`src/hdl/efb_pkg.sv`:
```
package efb_pkg;

	localparam int MaxWrites = 9;
	localparam int IdxW      = 4;

	// result kinds
	localparam logic [1:0] KIND_WRITE   = 2'd0;
	localparam logic [1:0] KIND_HANDLER = 2'd1;
	localparam logic [1:0] KIND_NOFRAME = 2'd2;

	// frame format words
	localparam logic [15:0] FMT7_WORD = 16'h7008;
	localparam logic [15:0] FMT2_TAG  = 16'h2000;
	localparam logic [15:0] FMT3_TAG  = 16'h3000;
	localparam logic [15:0] FMT1_TAG  = 16'h1000;

	// status word bits
	localparam int SR_T1 = 15;
	localparam int SR_T0 = 14;
	localparam int SR_S  = 13;
	localparam int SR_M  = 12;
	localparam int SSW_CT = 13;

	// stack bytes taken by each frame
	localparam logic [5:0] BYTES_FMT7 = 6'd60;
	localparam logic [5:0] BYTES_FMT2 = 6'd12;
	localparam logic [5:0] BYTES_FMT0 = 6'd8;

	typedef enum logic [2:0] {
		FR_NONE,
		FR_ACCESS,
		FR_ADDR_ERR,
		FR_TRAP,
		FR_FMT0_IPC,
		FR_FMT0_NPC,
		FR_FP,
		FR_IRQ
	} frame_class_t;

	typedef struct packed {
		logic [7:0]  vector;
		logic [15:0] status_word;
		logic [31:0] next_pc;
		logic [31:0] instr_pc;
		logic [31:0] fault_address;
		logic [31:0] effective_address;
		logic [15:0] fault_status;
		logic        trace_pending;
		logic [31:0] interrupt_sp;
		logic [31:0] master_sp;
	} efb_in_t;

	typedef struct packed {
		logic [1:0]  kind;
		logic [31:0] address;
		logic [15:0] write_data;
		logic [15:0] new_status;
		logic [31:0] new_interrupt_sp;
		logic [31:0] new_master_sp;
		logic        last;
	} efb_out_t;

endpackage

```
`src/hdl/efb_beat_gen.sv`:
```
module efb_beat_gen (
	input  efb_pkg::efb_in_t       item,
	input  logic [efb_pkg::IdxW-1:0] idx,
	input  logic [31:0]            vbase,
	output efb_pkg::efb_out_t      beat
);
	import efb_pkg::*;

	frame_class_t fclass;
	logic         on_master;
	logic [31:0]  sp0;
	logic [15:0]  ssw_ct;
	logic [31:0]  ea_sel;
	logic [31:0]  a_sel;
	logic [31:0]  pc_sel;
	logic [15:0]  fmt_word;
	logic [15:0]  vec_word;
	logic [15:0]  wdata [MaxWrites];
	logic [5:0]   woff [MaxWrites];
	logic [IdxW-1:0] nwr;
	logic [5:0]   tot;
	logic [IdxW-1:0] widx;
	logic [31:0]  wbase;
	logic [15:0]  st;
	logic [31:0]  isp_new;
	logic [31:0]  msp_new;
	logic         irq_switch;

	assign on_master  = item.status_word[SR_M];
	assign sp0        = on_master ? item.master_sp : item.interrupt_sp;
	assign vec_word   = {6'd0, item.vector, 2'b00};
	assign ssw_ct     = item.fault_status | {2'b00, item.trace_pending, 13'd0};
	assign ea_sel     = (ssw_ct[15:12] != 4'd0) ? item.effective_address : 32'd0;

	always_comb begin
		case (item.vector) inside
			8'd2:                         fclass = FR_ACCESS;
			8'd3:                         fclass = FR_ADDR_ERR;
			8'd5, 8'd6, 8'd7, 8'd9:       fclass = FR_TRAP;
			8'd4, 8'd8, 8'd10, 8'd11, 8'd14: fclass = FR_FMT0_IPC;
			[8'd32:8'd47]:                fclass = FR_FMT0_NPC;
			[8'd48:8'd55]:                fclass = FR_FP;
			8'd15, [8'd24:8'd31]:         fclass = FR_IRQ;
			default:                      fclass = FR_NONE;
		endcase
	end

	assign irq_switch = (fclass == FR_IRQ) && on_master;

	always_comb begin
		a_sel    = item.instr_pc;
		pc_sel   = item.next_pc;
		fmt_word = FMT2_TAG | vec_word;
		case (fclass)
			FR_ADDR_ERR: begin
				a_sel  = {item.fault_address[31:1], 1'b0};
				pc_sel = item.instr_pc;
			end
			FR_TRAP: begin
				a_sel  = item.instr_pc;
				pc_sel = item.next_pc;
			end
			FR_FP: begin
				a_sel    = item.effective_address;
				fmt_word = FMT3_TAG | vec_word;
			end
			FR_FMT0_IPC: pc_sel = item.instr_pc;
			default: pc_sel = item.next_pc;
		endcase
	end

	// push list in order, with the byte distance below the starting stack pointer
	always_comb begin
		wdata = '{default: 16'd0};
		woff  = '{default: 6'd0};
		nwr   = '0;
		tot   = 6'd0;
		case (fclass)
			FR_ACCESS: begin
				wdata = '{item.fault_address[15:0], item.fault_address[31:16], ssw_ct,
					ea_sel[15:0], ea_sel[31:16], FMT7_WORD,
					item.instr_pc[15:0], item.instr_pc[31:16], item.status_word};
				woff  = '{6'd38, 6'd40, 6'd48, 6'd50, 6'd52, 6'd54, 6'd56, 6'd58, 6'd60};
				nwr   = IdxW'(9);
				tot   = BYTES_FMT7;
			end
			FR_ADDR_ERR, FR_TRAP, FR_FP: begin
				wdata = '{a_sel[15:0], a_sel[31:16], fmt_word, pc_sel[15:0], pc_sel[31:16],
					item.status_word, 16'd0, 16'd0, 16'd0};
				woff  = '{6'd2, 6'd4, 6'd6, 6'd8, 6'd10, 6'd12, 6'd0, 6'd0, 6'd0};
				nwr   = IdxW'(6);
				tot   = BYTES_FMT2;
			end
			FR_FMT0_IPC, FR_FMT0_NPC, FR_IRQ: begin
				// second half is the throwaway frame on the interrupt stack
				wdata = '{vec_word, pc_sel[15:0], pc_sel[31:16], item.status_word,
					FMT1_TAG | vec_word, item.next_pc[15:0], item.next_pc[31:16],
					item.status_word, 16'd0};
				woff  = '{6'd2, 6'd4, 6'd6, 6'd8, 6'd2, 6'd4, 6'd6, 6'd8, 6'd0};
				nwr   = irq_switch ? IdxW'(8) : IdxW'(4);
				tot   = BYTES_FMT0;
			end
			default: begin
				nwr = '0;
				tot = 6'd0;
			end
		endcase
	end

	assign widx  = (idx < IdxW'(MaxWrites)) ? idx : '0;
	assign wbase = (irq_switch && idx >= IdxW'(4)) ? item.interrupt_sp : sp0;

	always_comb begin
		st = (item.status_word | 16'h2000) & 16'h3FFF;
		if (fclass == FR_IRQ) begin
			st[10:8] = item.vector[2:0];
			if (on_master)
				st[SR_M] = 1'b0;
		end
	end

	assign msp_new = on_master ? (item.master_sp - {26'd0, tot}) : item.master_sp;
	assign isp_new = (!on_master || irq_switch) ? (item.interrupt_sp - {26'd0, tot})
		: item.interrupt_sp;

	always_comb begin
		if (idx == nwr) begin
			beat.write_data       = 16'd0;
			beat.new_status       = st;
			beat.new_interrupt_sp = isp_new;
			beat.new_master_sp    = msp_new;
			beat.last             = 1'b1;
			if (fclass == FR_NONE) begin
				beat.kind    = KIND_NOFRAME;
				beat.address = 32'd0;
			end else begin
				beat.kind    = KIND_HANDLER;
				beat.address = vbase + {22'd0, item.vector, 2'b00};
			end
		end else begin
			beat.kind             = KIND_WRITE;
			beat.address          = wbase - {26'd0, woff[widx]};
			beat.write_data       = wdata[widx];
			beat.new_status       = 16'd0;
			beat.new_interrupt_sp = 32'd0;
			beat.new_master_sp    = 32'd0;
			beat.last             = 1'b0;
		end
	end

endmodule

```
`src/hdl/exception_frame_builder.sv`:
```
// Request path: a request is registered in item_s1, and each result beat
// is built from it and registered in res_q.
// Beats: a request gives one result beat per stack write plus a final beat,
// 1 to 10 beats, held back by res_stall; the next request is taken as the final beat loads.
// Reset: arst_n clears all valids, the write index and vector_base to zero.
module exception_frame_builder (
	input  logic                clk,
	input  logic                arst_n,
	input  logic                req_valid,
	output logic                req_stall,
	input  efb_pkg::efb_in_t    req,
	output logic                res_valid,
	input  logic                res_stall,
	output efb_pkg::efb_out_t   res,
	input  logic                wr_en,
	input  logic [31:0]         wr_data
);
	import efb_pkg::*;

	efb_in_t         item_s1;
	logic            valid_s1;
	logic [IdxW-1:0] idx_q;
	logic [31:0]     vbase_q;
	efb_out_t        res_q;
	logic            res_valid_q;
	efb_out_t        beat;
	logic            load;
	logic            done;
	logic            take;

	efb_beat_gen u_beat (
		.item  (item_s1),
		.idx   (idx_q),
		.vbase (vbase_q),
		.beat  (beat)
	);

	assign load      = valid_s1 && (!res_valid_q || !res_stall);
	assign done      = load && beat.last;
	assign req_stall = valid_s1 && !done;
	assign take      = req_valid && !req_stall;

	always_ff @(posedge clk or negedge arst_n) begin
		if (!arst_n) begin
			valid_s1    <= 1'b0;
			idx_q       <= '0;
			res_valid_q <= 1'b0;
			vbase_q     <= 32'd0;
		end else begin
			if (wr_en)
				vbase_q <= wr_data;
			if (take)
				valid_s1 <= 1'b1;
			else if (done)
				valid_s1 <= 1'b0;
			if (load)
				idx_q <= beat.last ? '0 : idx_q + IdxW'(1);
			if (load)
				res_valid_q <= 1'b1;
			else if (!res_stall)
				res_valid_q <= 1'b0;
		end
	end

	always_ff @(posedge clk) begin
		if (take)
			item_s1 <= req;
		if (load)
			res_q <= beat;
	end

	assign res_valid = res_valid_q;
	assign res       = res_q;

endmodule
```
`config.mk`:
```
export PLATFORM = sky130hd
export DESIGN_NAME = exception_frame_builder
export DESIGN_NICKNAME = d
export VERILOG_FILES = /design/src/hdl/efb_pkg.sv /design/src/hdl/efb_beat_gen.sv /design/src/hdl/exception_frame_builder.sv
export SDC_FILE = /design/constraint.sdc
export NUM_CORES = 1
export LEC_CHECK = 0
export BUFFER_PORTS_ARGS = -buffer_cell sky130_fd_sc_hd__buf_4
export CORE_MARGIN = 5
export CORE_UTILIZATION = 45
export CTS_BUF_LIST = sky130_fd_sc_hd__clkbuf_16
export DETAILED_ROUTE_END_ITERATION = 6
export PLACE_DENSITY = 0.76
export SETUP_SLACK_MARGIN = 0.02
export SYNTH_ARGS = -nofsm -noshare
export SYNTH_HDL_FRONTEND = slang
export SYNTH_SLANG_ARGS = --single-unit
export TNS_END_PERCENT = 100
```
`constraint.sdc`:
```
create_clock -name clk -period 17.1 [get_ports clk]
set_input_delay 4.275 -clock clk [delete_from_list [all_inputs] [get_ports clk]]
set_output_delay 4.275 -clock clk [all_outputs]
set_load 0.005 [all_outputs]
```
### Word-level counts from Yosys, hierarchy flattened

Index checks and enable logic that the tools add are counted.

| word-level totals | value |
|---|---|
| register bits | 402 |
| input bits | 270 |
| output and inout bits | 133 |
| logic and storage cells | 123 |

| operators by class | value |
|---|---|
| $add $sub $neg | 5 |
| $lt $le $gt $ge | 9 |
| equal/unequal tests | 21 |
| multiplexer cells | 36 |
| bitwise operators | 3 |
| reduce and logical (&&, ||, !) cells | 26 |

Operators by type and width:

| cell | number |
|---|---|
| case mux 144 bit (3 select lines) | 1 |
| two-way mux 32 bit | 6 |
| case mux 54 bit (3 select lines) | 1 |
| two-way mux 129 bit | 1 |
| subtractor 32 x 6 -> 32 bit | 3 |
| binary-select mux 16 bit (select 4 bit) | 1 |
| case mux 32 bit (2 select lines) | 1 |
| equality test 8 x 4 -> 1 bit (second input constant) | 6 |
| two-way mux 34 bit | 1 |
| adder 32 x 10 -> 32 bit | 1 |
| equality test 8 x 3 -> 1 bit (second input constant) | 4 |
| two-way mux 16 bit | 2 |
| binary-select mux 6 bit (select 4 bit) | 1 |
| two-way mux 3 bit | 8 |
| case mux 6 bit (3 select lines) | 1 |
| equality test 8 x 2 -> 1 bit (second input constant) | 2 |
| >= comparator 8 x 6 -> 1 bit (second input constant) | 2 |
| <= comparator 8 x 6 -> 1 bit (second input constant) | 2 |
| bitwise OR 16 x 14 -> 16 bit | 1 |
| two-way mux 13 bit | 1 |
| equality test 3 bit (second input constant) | 4 |
| two-way mux 4 bit | 3 |
| two-way mux 6 bit | 2 |
| case mux 4 bit (3 select lines) | 1 |
| other kinds (23) | 44 |

### Longest topological paths before layout

Gate-level depths: netlist of run 1.

| logic depth | value |
|---|---|
| depth in word-level cells | 24 |
| gate-level depth with buffers | 22 |
| mapped depth without buffers | 19 |

### Modules after synthesis

Synthesis of run 1 repeated with hierarchy kept, for this count alone.

| unflattened totals | value |
|---|---|
| cells, all modules | 1,824 |
| area total of the unflattened synthesis | 21,094.0 µm² |

By module, submodules not included:

| module | instances | cells each | area an instance (µm²) | sequential area each (µm²) |
|---|---|---|---|---|
| exception_frame_builder | 1 | 459 | 12,415.7 | 11,881.4 |
| efb_beat_gen | 1 | 1,365 | 8,678.3 | 0.0 |

### Least setup slack after synthesis of run 1

OpenSTA, ideal clock, no wires.

| timing path | value |
|---|---|
| kind | input port to flip-flop |
| start | input port res_stall |
| end | register item_s1[0] (netlist name), enable pin |
| library setup time | 0.622 ns |
| arrival | 10.007 ns |
| data required time | 16.478 ns |
| setup slack | 6.470 ns |
| cell stages on the path | 4 |
| path buffers | 0 |
| path through | nand2_1 -> nand2_1 -> o21ai_0 -> and2_1 |

| between the ends | value |
|---|---|
| longest elaborated chain between the ends | 8 |

Ends and longest elaborated chain:

| what | line | source |
|---|---|---|
| start: declaration | exception_frame_builder.sv:13 | `input logic res_stall,` |
| logical NOT 1 bit | n/a |  |
| logical OR 1 bit | exception_frame_builder.sv:38 | `assign load = valid_s1 && (!res_valid_q \|\| !res_stall);` |
| logical AND 1 bit | exception_frame_builder.sv:38 |  |
| logical AND 1 bit | exception_frame_builder.sv:39 | `assign done = load && beat.last;` |
| logical NOT 1 bit | exception_frame_builder.sv:40 | `assign req_stall = valid_s1 && !done;` |
| logical AND 1 bit | exception_frame_builder.sv:40 |  |
| logical NOT 1 bit | exception_frame_builder.sv:41 | `assign take = req_valid && !req_stall;` |
| logical AND 1 bit | exception_frame_builder.sv:41 |  |
| named net take | exception_frame_builder.sv:29 | `logic take;` |
| end signal: assignment | exception_frame_builder.sv:67 | `item_s1 <= req;` |
| end: declaration | exception_frame_builder.sv:20 | `efb_in_t item_s1;` |

The timed path passes the listed nets, and every way through them passes these cells.
A chain may end at the register's enable or synchronous reset.

### Worst setup path in the final report of run 1

| timing path | value |
|---|---|
| start | input port res_stall |
| end | output port req_stall |

| between the ends | value |
|---|---|
| longest elaborated chain between the ends | 6 |

Ends and longest elaborated chain:

| what | line | source |
|---|---|---|
| logical NOT 1 bit | n/a |  |
| logical OR 1 bit | exception_frame_builder.sv:38 |  |
| logical AND 1 bit | exception_frame_builder.sv:38 |  |
| logical AND 1 bit | exception_frame_builder.sv:39 |  |
| logical NOT 1 bit | exception_frame_builder.sv:40 |  |
| logical AND 1 bit | exception_frame_builder.sv:40 |  |
| end: declaration | exception_frame_builder.sv:10 | `output logic req_stall,` |

No other way between the ends.

==> flow_summary.json, run 1 <==
{
  "yosys.area.top_type": "edfxtp_1",
  "post-synth-top-count-cell": "edfxtp_1",
  "internal_power_mw": 2.03,
  "synthCells": 1796,
  "worstPathMaxFanout": 4,
  "first_global_vias": 16700,
  "core-area_um2": 45400,
  "switchingPower_mw": 0.866,
  "setup_tns_ns": 0,
  "diodes": 0,
  "synth.distinct_cells": 88,
  "synth_flop_cell": "edfxtp_1",
  "outcome": "completed",
  "wl_um": 69500,
  "hold_viol_final": 0,
  "synth_edf_count": 361,
  "cts_setup_buffers": 0,
  "grt_pass1_wl_um": 102000,
  "clock_path_buffers": 3,
  "cpMaxStageDelayCell": "o21ai_0",
  "worstPathRequired_ns": 12.82,
  "synthArstFlopShare_pct": 9.52,
  "wl_per_cell_um": 25.0,
  "synth.avg_cell_area_um2": 11.5,
  "power_frac_seq_pct": 42.7,
  "die_area_um2": 50300,
  "p_sw_share_pct": 29.9,
  "antenna_found_initial": 0,
  "worstSetupEndpointType": "output pin",
  "powerDensity_nw_per_um2": 113,
  "slew_headroom_pct": 23.8,
  "fmax_ghz": 0.106,
  "root_buffer": "clkbuf_16",
  "clkSinkCount": 399,
  "yosys-top-cells-count": "edfxtp_1 (361), nor2_1 (161), nand2_1 (118)",
  "cp_data_arrival_time_ns": 5.18,
  "gp_congestion": 0.939,
  "drcViolationCount": 0,
  "clkTransAtPathRegs_ns": 0.06,
  "vias": 17000,
  "ant_nets": 0,
  "syn_area_um2": 20700,
  "yosys_warnings": 0,
  "dp.cells": 2703,
  "slew_violations": 0,
  "combPwrFrac_pct": 22.9,
  "cts_buffers": 43,
  "slowest_delay_ns": 0.34,
  "whs_ns": 0.495,
  "power_frac_clock_pct": 34.4,
  "leakagePower_nw": 9.33,
  "grt_max_degree": 88,
  "ys_seq_area_share_pct": 57.0,
  "die_y_um": 224,
  "ctsResizeCount": 0,
  "fin_crit_ns": 9.46,
  "final_nets": 2445,
  "drt_iter0_drc": 2093,
  "portBuffers": 400,
  "clock_latency_ns": 0.58,
  "core.rowCount": 78,
  "final.setup_skew_ns": 0.0197,
  "overflow": 0,
  "fin_cells": 2781,
  "grt_use_total_pct": 26.4,
  "rsz0062_at_grt": "false",
  "via_per_inst": 6.10,
  "die_x_um": 224,
  "post-route-period-util_pct": 55.3,
  "drive_gt1_share_pct": 26.5,
  "io_pins": 403,
  "cts_tree": "done",
  "setup_viol": 0,
  "htreeDepth": 2,
  "crit_type": "input port to output pin",
  "syn2layout_area_growth_pct": 24.3,
  "worst_pin_slew_ns": 1.14,
  "synth-seq-cells": 399,
  "max_cap_viol_count": 0,
  "synthTopCellsByArea": "edfxtp_1 (52%), dfrtp_1 (4.6%), nor2_1 (2.9%)",
  "dp_hpwl_um": 49500,
  "netlist.area_leader.share_pct": 52.4,
  "vdd_drop_max_uv": 89.4,
  "cp-start-kind": "input port",
  "dr.pass1.iters": 7,
  "hold_buffers": 0,
  "worstPathCellList": "buf_4 -> nand2_1 -> nand2_1 -> o21ai_0 -> inv_1 -> buf_4",
  "hp-class": "register to register",
  "start_util_pct": 45.6
}
-- placed cells by master, fill, tap and decap left out, types with 13 or more instances in the layout --
cell type | Yosys | routed
buf_4 | 8 | 429
edfxtp_1 | 361 | 361
nor2_1 | 161 | 161
nand2_1 | 118 | 118
o21ai_0 | 99 | 99
a21oi_1 | 99 | 96
xnor2_1 | 59 | 59
nor3_1 | 56 | 55
mux2i_1 | 55 | 55
xor2_1 | 55 | 55
clkbuf_16 | 0 | 44
nand3_1 | 41 | 41
o22ai_1 | 41 | 41
a221oi_1 | 41 | 41
mux2_2 | 40 | 40
dfrtp_1 | 38 | 38
inv_1 | 23 | 26
ha_1 | 24 | 24
or3_1 | 22 | 22
and2_1 | 22 | 20
nor4_1 | 16 | 16
nor2b_1 | 16 | 16
and3_1 | 15 | 15
nand4_1 | 15 | 15
a31oi_1 | 15 | 15
a211oi_1 | 15 | 15
nand2b_1 | 14 | 14
o31ai_1 | 14 | 14
o211ai_1 | 14 | 14
o22a_1 | 13 | 13
-- cell families (layout without fill, tap and decap cells) --
| group | after synthesis | after routing | share of synthesized area [%] |
|---|---|---|---|
| fa+ha+maj | 27 | 27 | 1.74 |
| xor+xnor | 114 | 114 | 4.83 |
| mux | 95 | 95 | 4.84 |
| buf+inv | 149 | 533 | 3.03 |
| other cells | 1 | 2 | 0.0181 |
| flops | 399 | 399 | 57.0 |
| compound gates | 475 | 475 | 15.8 |
| simple gates | 536 | 536 | 12.7 |
-- area by class of cell --
type | count | area [um^2]
Clock buffer | 44 | 1100
Sequential cell | 399 | 11800
Multi-Input combinational cell | 1249 | 8310
Fill cell | 3704 | 19700
Tap cell | 600 | 751
Inverter | 26 | 105
Clock inverter | 34 | 418
Timing Repair Buffer | 429 | 3220
-- worst max-delay path: cells and delay by family --
family | cells | cell delay [ns]
AO/OA/AOI/OAI | 1 | 0.34
buffers and inverters | 3 | 0.32
AND/OR/NAND/NOR | 2 | 0.25
-- per-layer routing --
layer / vias up / part of all wire (%) / track usage, %
met3: 198 / 9.3 / 4.57
met1: 8116 / 38 / 34.2
met5: - / 0 / 0
met4: 0 / 4.4 / 10.6
met2: 1077 / 48 / 44.5
li1: 7578 / - / -
-- metrics by stage --
step | setup slack (ns) | total power, mW | util (%) | area [um^2]
after global routing | 7.53 | 3.01 | 56.6 | 25700
after global placement | 7.65 | 1.89 | 53.3 | 24200
after detailed placement | 7.64 | 1.90 | 53.3 | 24200
final | 7.64 | 2.90 | 56.6 | 25700
after CTS | 7.63 | 2.90 | 56.6 | 25700
after floorplan | 6.47 | 1.62 | - | 20700
-- sequential cells by signal (all words and copies together) (netlist names) --
name / count
idx_q: 4
vbase_q: 32
item_s1: 233
res_valid: 1
res: 128
valid_s1: 1
-- final timing paths --
kind                              start         end  slack, ns  cells after the start
min                            valid_s1   res_valid       0.49                      1
max                           res_stall   req_stall       7.64                      6
max in group asynchronous        arst_n   res_valid      13.03                      1
max reg2reg                item_s1[229]    res[123]      10.58                     16
min reg2reg                    valid_s1   res_valid       0.49                      1
min in group asynchronous        arst_n  vbase_q[1]       3.67                      1
-- power by group through the flow --
| stage | clock (mW) | sequential [mW] | combinational [mW] |
|---|---|---|---|
| after floorplan | 0 | 1.23 | 0.392 |
| after detailed placement | 0 | 1.25 | 0.650 |
| after global placement | 0 | 1.25 | 0.639 |
| after CTS | 1.01 | 1.24 | 0.654 |
| final | 0.996 | 1.24 | 0.663 |
| after global routing | 1.05 | 1.24 | 0.712 |
Power figures use the tool's default switching activity.
==> run 2, diff against run 1 <==
--- a/config.mk
+++ b/config.mk
@@ -10,7 +10,7 @@
 export CORE_UTILIZATION = 45
 export CTS_BUF_LIST = sky130_fd_sc_hd__clkbuf_16
 export DETAILED_ROUTE_END_ITERATION = 6
-export PLACE_DENSITY = 0.76
+export PLACE_DENSITY = 0.79
 export SETUP_SLACK_MARGIN = 0.02
 export SYNTH_ARGS = -nofsm -noshare
 export SYNTH_HDL_FRONTEND = slang
==> constraint.sdc (replaced) <==
create_clock -name clk -period 7.6 [get_ports clk]
set_input_delay 1.9 -clock clk [delete_from_list [all_inputs] [get_ports clk]]
set_output_delay 1.9 -clock clk [all_outputs]
set_load 0.005 [all_outputs]
==> flow_summary.json, run 2 (synthesis gave the netlist of run 1 again) <==
{
  "powerDensity_nw_per_um2": 248,
  "path_delay_family": "compound AO/OA/AOI/OAI gates",
  "cts_buffers": 42,
  "final_nets": 2444,
  "overflow": 0,
  "fmax_ghz": 0.161,
  "cp-start-kind": "register",
  "final.setup_skew_ns": 0.0380,
  "leakagePower_nw": 9.26,
  "drive_gt1_share_pct": 26.2,
  "clkSinkCount": 399,
  "portBuffers": 400,
  "wl_per_cell_um": 26.0,
  "max_cap_viol_count": 0,
  "post-route-period-util_pct": 81.5,
  "clock_path_buffers": 3,
  "worstPathRequired_ns": 7.99,
  "core-area_um2": 45400,
  "largest_reg_flops": 233,
  "dr.pass1.iters": 6,
  "utilization_pct": 56.4,
  "grtUsageMet2_pct": 47.1,
  "cpMaxStageDelayCell": "dfrtp_1",
  "antenna_found_initial": 2,
  "power_frac_seq_pct": 43.9,
  "p_sw_share_pct": 30.1,
  "drcViolationCount": 0,
  "cp_data_arrival_time_ns": 6.59,
  "gp_congestion": 0.952,
  "clock_latency_ns": 0.59,
  "grt.busiest_layer": "met2",
  "first_global_vias": 17200,
  "top_register": "item_s1",
  "syn2layout_area_growth_pct": 23.7,
  "rsz0062_at_grt": "false",
  "dp_hpwl_um": 51800,
  "die_y_um": 224,
  "ctsResizeCount": 0,
  "fin_crit_ns": 6.20,
  "internal_power_mw": 4.43,
  "slew_headroom_pct": 17.1,
  "setup_viol": 0,
  "setup_tns_ns": 0,
  "die_x_um": 224,
  "grtUsageMet3_pct": 5.18,
  "cts_tree": "done",
  "fin_cells": 2780,
  "clkTransAtPathRegs_ns": 0.06,
  "final_cell_mix": "buf_4 (428), edfxtp_1 (361), nor2_1 (161)",
  "cts_setup_buffers": 0,
  "use_met1_pct": 35.5,
  "root_buffer": "clkbuf_16",
  "drt_iter0_drc": 2117,
  "power_frac_clock_pct": 32.6,
  "switchingPower_mw": 1.91,
  "vdd_drop_max_uv": 157,
  "grt_use_total_pct": 27.7,
  "dp.cells": 2703,
  "layout_commonest_cell": "buf_4",
  "htreeDepth": 2,
  "cp.depth": 18,
  "grt_max_degree": 124,
  "ant_nets": 0,
  "core.rowCount": 78,
  "hp-class": "register to register",
  "slew_violations": 0,
  "start_util_pct": 45.6,
  "via_per_inst": 6.17,
  "r2r_cells": 18,
  "nFillCells": 3722,
  "worstPathCellList": "inv_1 -> ha_1 -> nor2b_1 -> o21ai_2 -> nand2_1 -> a21oi_1 -> o21ai_0 -> o31ai_1 -> a21oi_1 -> ha_1 -> nor2b_1 -> o31a_1 -> o21ai_0 -> o211ai_2 -> or4_1 -> nand3_1 -> o211ai_1 -> o31ai_1",
  "vias": 17200,
  "hold_viol_final": 0,
  "hold_buffers": 0,
  "io_pins": 403,
  "grt_pass1_wl_um": 107000,
  "critPathBufInv": 1,
  "worstSetupEndpointType": "register",
  "outcome": "completed",
  "die_area_um2": 50300,
  "worst_pin_slew_ns": 1.24,
  "slowest_delay_ns": 0.83,
  "wl_um": 72300,
  "holdPathStages": 1,
  "worstPathMaxFanout": 22,
  "crit_type": "register to register",
  "combPwrFrac_pct": 23.5
}
run 2: changes by cell type in the layout (fill, tap and decap cells not counted), sizes merged:
cell | before | now
clkinv | 15 | 17
inv | 36 | 33
clkbuf | 44 | 43
clkinvlp | 1 | 4
bufinv | 8 | 5
diode | 0 | 1
run 2: worst reg2reg max path, stage by stage, from the launching register on:
cell,delay (ns)
dfrtp_1,0.83
inv_1,0.29
ha_1,0.28
nor2b_1,0.17
o21ai_2,0.77
nand2_1,0.48
a21oi_1,0.26
o21ai_0,0.12
o31ai_1,0.13
a21oi_1,0.15
ha_1,0.34
nor2b_1,0.15
o31a_1,0.26
o21ai_0,0.65
o211ai_2,0.36
or4_1,0.49
nand3_1,0.10
o211ai_1,0.10
o31ai_1,0.10
run 2: worst paths after layout:
path,from,endpoint,slack (ns)
max in group asynchronous,arst_n,res_valid,5.90
max reg2reg,idx_q[1],res[123],1.40
min reg2reg,valid_s1,res_valid,0.50
min,valid_s1,res_valid,0.50
min in group asynchronous,arst_n,idx_q[0],1.31
max,idx_q[1],res[123],1.40
run 2: stage by stage:
step | hold WS, ns | area (um^2) | setup slack (ns) | power, mW
after floorplan | 0.450 | 20700 | 1.96 | 3.63
after global placement | 0.463 | 24200 | 1.86 | 4.27
after detailed placement | 0.480 | 24200 | 1.68 | 4.29
after CTS | 0.500 | 25600 | 1.52 | 6.36
after global routing | 0.521 | 25600 | 1.15 | 6.61
final | 0.498 | 25600 | 1.40 | 6.34
run 2: final cells by class:
cell class                      count  area, um^2  share of cell area [%]
Tap cell                          600         751                    2.94
Inverter                           26         105                   0.411
Timing Repair Buffer              429        3230                    12.6
Clock buffer                       43        1080                    4.21
Antenna cell                        1        2.50                 0.00978
Multi-Input combinational cell   1249        8310                    32.5
Sequential cell                   399       11800                    46.1
Clock inverter                     33         303                    1.18
run 2: metal layers:
| layer | wire [um] | vias to the layer above |
|---|---|---|
| met2 | 35100 | 1091 |
| met4 | 2900 | 2 |
| met3 | 6820 | 192 |
| li1 | - | 7591 |
| met5 | 12 | - |
| met1 | 27400 | 8278 |
run 2: power by group through the flow:
stage	logic, mW	clock network, mW	registers (mW)
final	1.49	2.07	2.78
after global routing	1.61	2.21	2.80
after CTS	1.47	2.11	2.78
after detailed placement	1.46	0	2.82
after global placement	1.45	0	2.82
after floorplan	0.882	0	2.75
==> run 3, diff against run 2 <==
--- a/config.mk
+++ b/config.mk
@@ -10,7 +10,7 @@
 export CORE_UTILIZATION = 45
 export CTS_BUF_LIST = sky130_fd_sc_hd__clkbuf_16
 export DETAILED_ROUTE_END_ITERATION = 6
-export PLACE_DENSITY = 0.79
+export PLACE_DENSITY = 0.76
 export SETUP_SLACK_MARGIN = 0.02
 export SYNTH_ARGS = -nofsm -noshare
 export SYNTH_HDL_FRONTEND = slang
==> constraint.sdc (replaced) <==
create_clock -name clk -period 6.49 [get_ports clk]
set_input_delay 1.6225 -clock clk [delete_from_list [all_inputs] [get_ports clk]]
set_output_delay 1.6225 -clock clk [all_outputs]
set_load 0.005 [all_outputs]
==> flow_summary.json, run 3 (synthesis gave the netlist of run 1 again) <==
{
  "outcome": "complete, but fails checks",
  "failed_checks": "DRC",
  "fin_crit_ns": 5.60,
  "internal_power_mw": 5.07,
  "rsz0062_at_grt": "false",
  "grt_max_degree": 101,
  "io_pins": 403,
  "power_frac_seq_pct": 44.4,
  "leakagePower_nw": 9.27,
  "hp-class": "register to register",
  "slew_violations": 0,
  "die_y_um": 224,
  "grt_use_total_pct": 27.3,
  "worstSetupEndpointType": "output pin",
  "core.rowCount": 78,
  "cts_buffers": 42,
  "clkSinkCount": 399,
  "hold_viol_final": 0,
  "htreeDepth": 2,
  "dr.pass1.iters": 7,
  "die_area_um2": 50300,
  "setup_tns_ns": 0,
  "utilization_pct": 56.3,
  "post-route-period-util_pct": 86.2,
  "start_util_pct": 45.6,
  "syn2layout_area_growth_pct": 23.6,
  "clock_path_buffers": 3,
  "fmax_ghz": 0.179,
  "root_buffer": "clkbuf_16",
  "setup_viol": 0,
  "portBuffers": 400,
  "antenna_found_initial": 1,
  "combPwrFrac_pct": 24.2,
  "power_frac_clock_pct": 31.4,
  "switchingPower_mw": 2.23,
  "ctsResizeCount": 0,
  "drt_iter0_drc": 2013,
  "wl_per_cell_um": 25.8,
  "overflow": 0,
  "diodes": 0,
  "slew_headroom_pct": 21.3,
  "clkTransAtPathRegs_ns": 0.06,
  "via_per_inst": 6.12,
  "crit_type": "register to output pin",
  "die_x_um": 224,
  "max_cap_viol_count": 0,
  "p_sw_share_pct": 30.6,
  "grt_pass1_wl_um": 106000,
  "worst_pin_slew_ns": 1.18,
  "final_cell_mix": "buf_4 (429), edfxtp_1 (361), nor2_1 (161)",
  "worstPathMaxFanout": 41,
  "layout_commonest_cell": "buf_4",
  "clock_latency_ns": 0.57,
  "cp-start-kind": "register",
  "hold_buffers": 0,
  "final.setup_skew_ns": 0.0131,
  "ant_nets": 0,
  "drive_gt1_share_pct": 26.1,
  "dp_hpwl_um": 51700,
  "core-area_um2": 45400,
  "vdd_drop_max_uv": 213,
  "largest_reg_flops": 233,
  "cts_tree": "done",
  "powerDensity_nw_per_um2": 286,
  "vias": 17000,
  "cts_setup_buffers": 0,
  "cp_data_arrival_time_ns": 3.97,
  "gp_congestion": 0.989,
  "first_global_vias": 16800,
  "top_register": "item_s1",
  "drcViolationCount": 8,
  "final_nets": 2447,
  "worstPathRequired_ns": 4.87,
  "wl_um": 71900
}
run 3: cell count changes in the layout (fill, tap and decap cells not counted), moves of 2 or more:
| cell | previous run | this run |
|---|---|---|
| buf_12 | 1 | 3 |
| bufinv_16 | 5 | 1 |
| clkbuf_16 | 43 | 45 |
| clkinv_1 | 9 | 7 |
| clkinv_2 | 6 | 8 |
| inv_1 | 26 | 32 |
| inv_6 | 4 | 1 |
run 3: worst max-delay path: stages, from the launching register on:
cell      delay (ns)
edfxtp_1        0.76
a31oi_4         0.32
o21a_1          0.25
nor2_1          0.44
a31o_2          0.20
buf_4           0.44
o211ai_1        0.15
a211o_4         0.30
o21ai_0         0.30
inv_1           0.07
buf_4           0.14
run 3: metrics by stage:
| stage | setup WS [ns] | instances | instance area (um^2) | hold WS [ns] | power (mW) |
|---|---|---|---|---|---|
| after floorplan | 0.909 | 1797 | 20700 | 0.450 | 4.26 |
| after global placement | 1.62 | 2706 | 24300 | 0.467 | 5.00 |
| after detailed placement | 1.45 | 2706 | 24300 | 0.480 | 5.02 |
| after CTS | 0.938 | 2783 | 25600 | 0.496 | 7.31 |
| after global routing | 0.721 | 2783 | 25600 | 0.523 | 7.59 |
| final | 0.894 | 2783 | 25600 | 0.491 | 7.31 |
run 3: worst paths after layout:
check | start | to | slack, ns | cells past startpoint
max | item_s1[226] | req_stall | 0.89 | 10
max reg2reg | item_s1[226] | res[106] | 1.30 | 16
min | valid_s1 | res_valid | 0.49 | 1
min in group asynchronous | arst_n | vbase_q[24] | 1.03 | 1
max in group asynchronous | arst_n | res_valid | 5.08 | 1
min reg2reg | valid_s1 | res_valid | 0.49 | 1
run 3: area by class of cell:
| type | count | area (um^2) |
|---|---|---|
| inverter | 26 | 105 |
| multi-input combinational | 1249 | 8320 |
| fill | 3789 | 19800 |
| tap | 600 | 751 |
| sequential | 399 | 11800 |
| clock buffer | 45 | 1130 |
| timing repair buffer | 432 | 3280 |
| clock inverter | 32 | 183 |
run 3: per-layer routing:
| layer | routed length, um | vias up | global-route usage (%) |
|---|---|---|---|
| li1 | - | 7582 | - |
| met5 | 15 | - | 0 |
| met3 | 6450 | 201 | 5.26 |
| met2 | 35100 | 1010 | 46.5 |
| met1 | 27700 | 8245 | 35.2 |
| met4 | 2750 | 2 | 9.55 |
run 3: power groups by stage:
stage               Combinational, mW  Sequential, mW  Clock [mW]
floorplan                        1.03            3.22           0
global placement                 1.71            3.29           0
detailed placement               1.73            3.29           0
CTS                              1.74            3.24        2.33
global route                     1.89            3.26        2.44
finish                           1.77            3.24        2.30
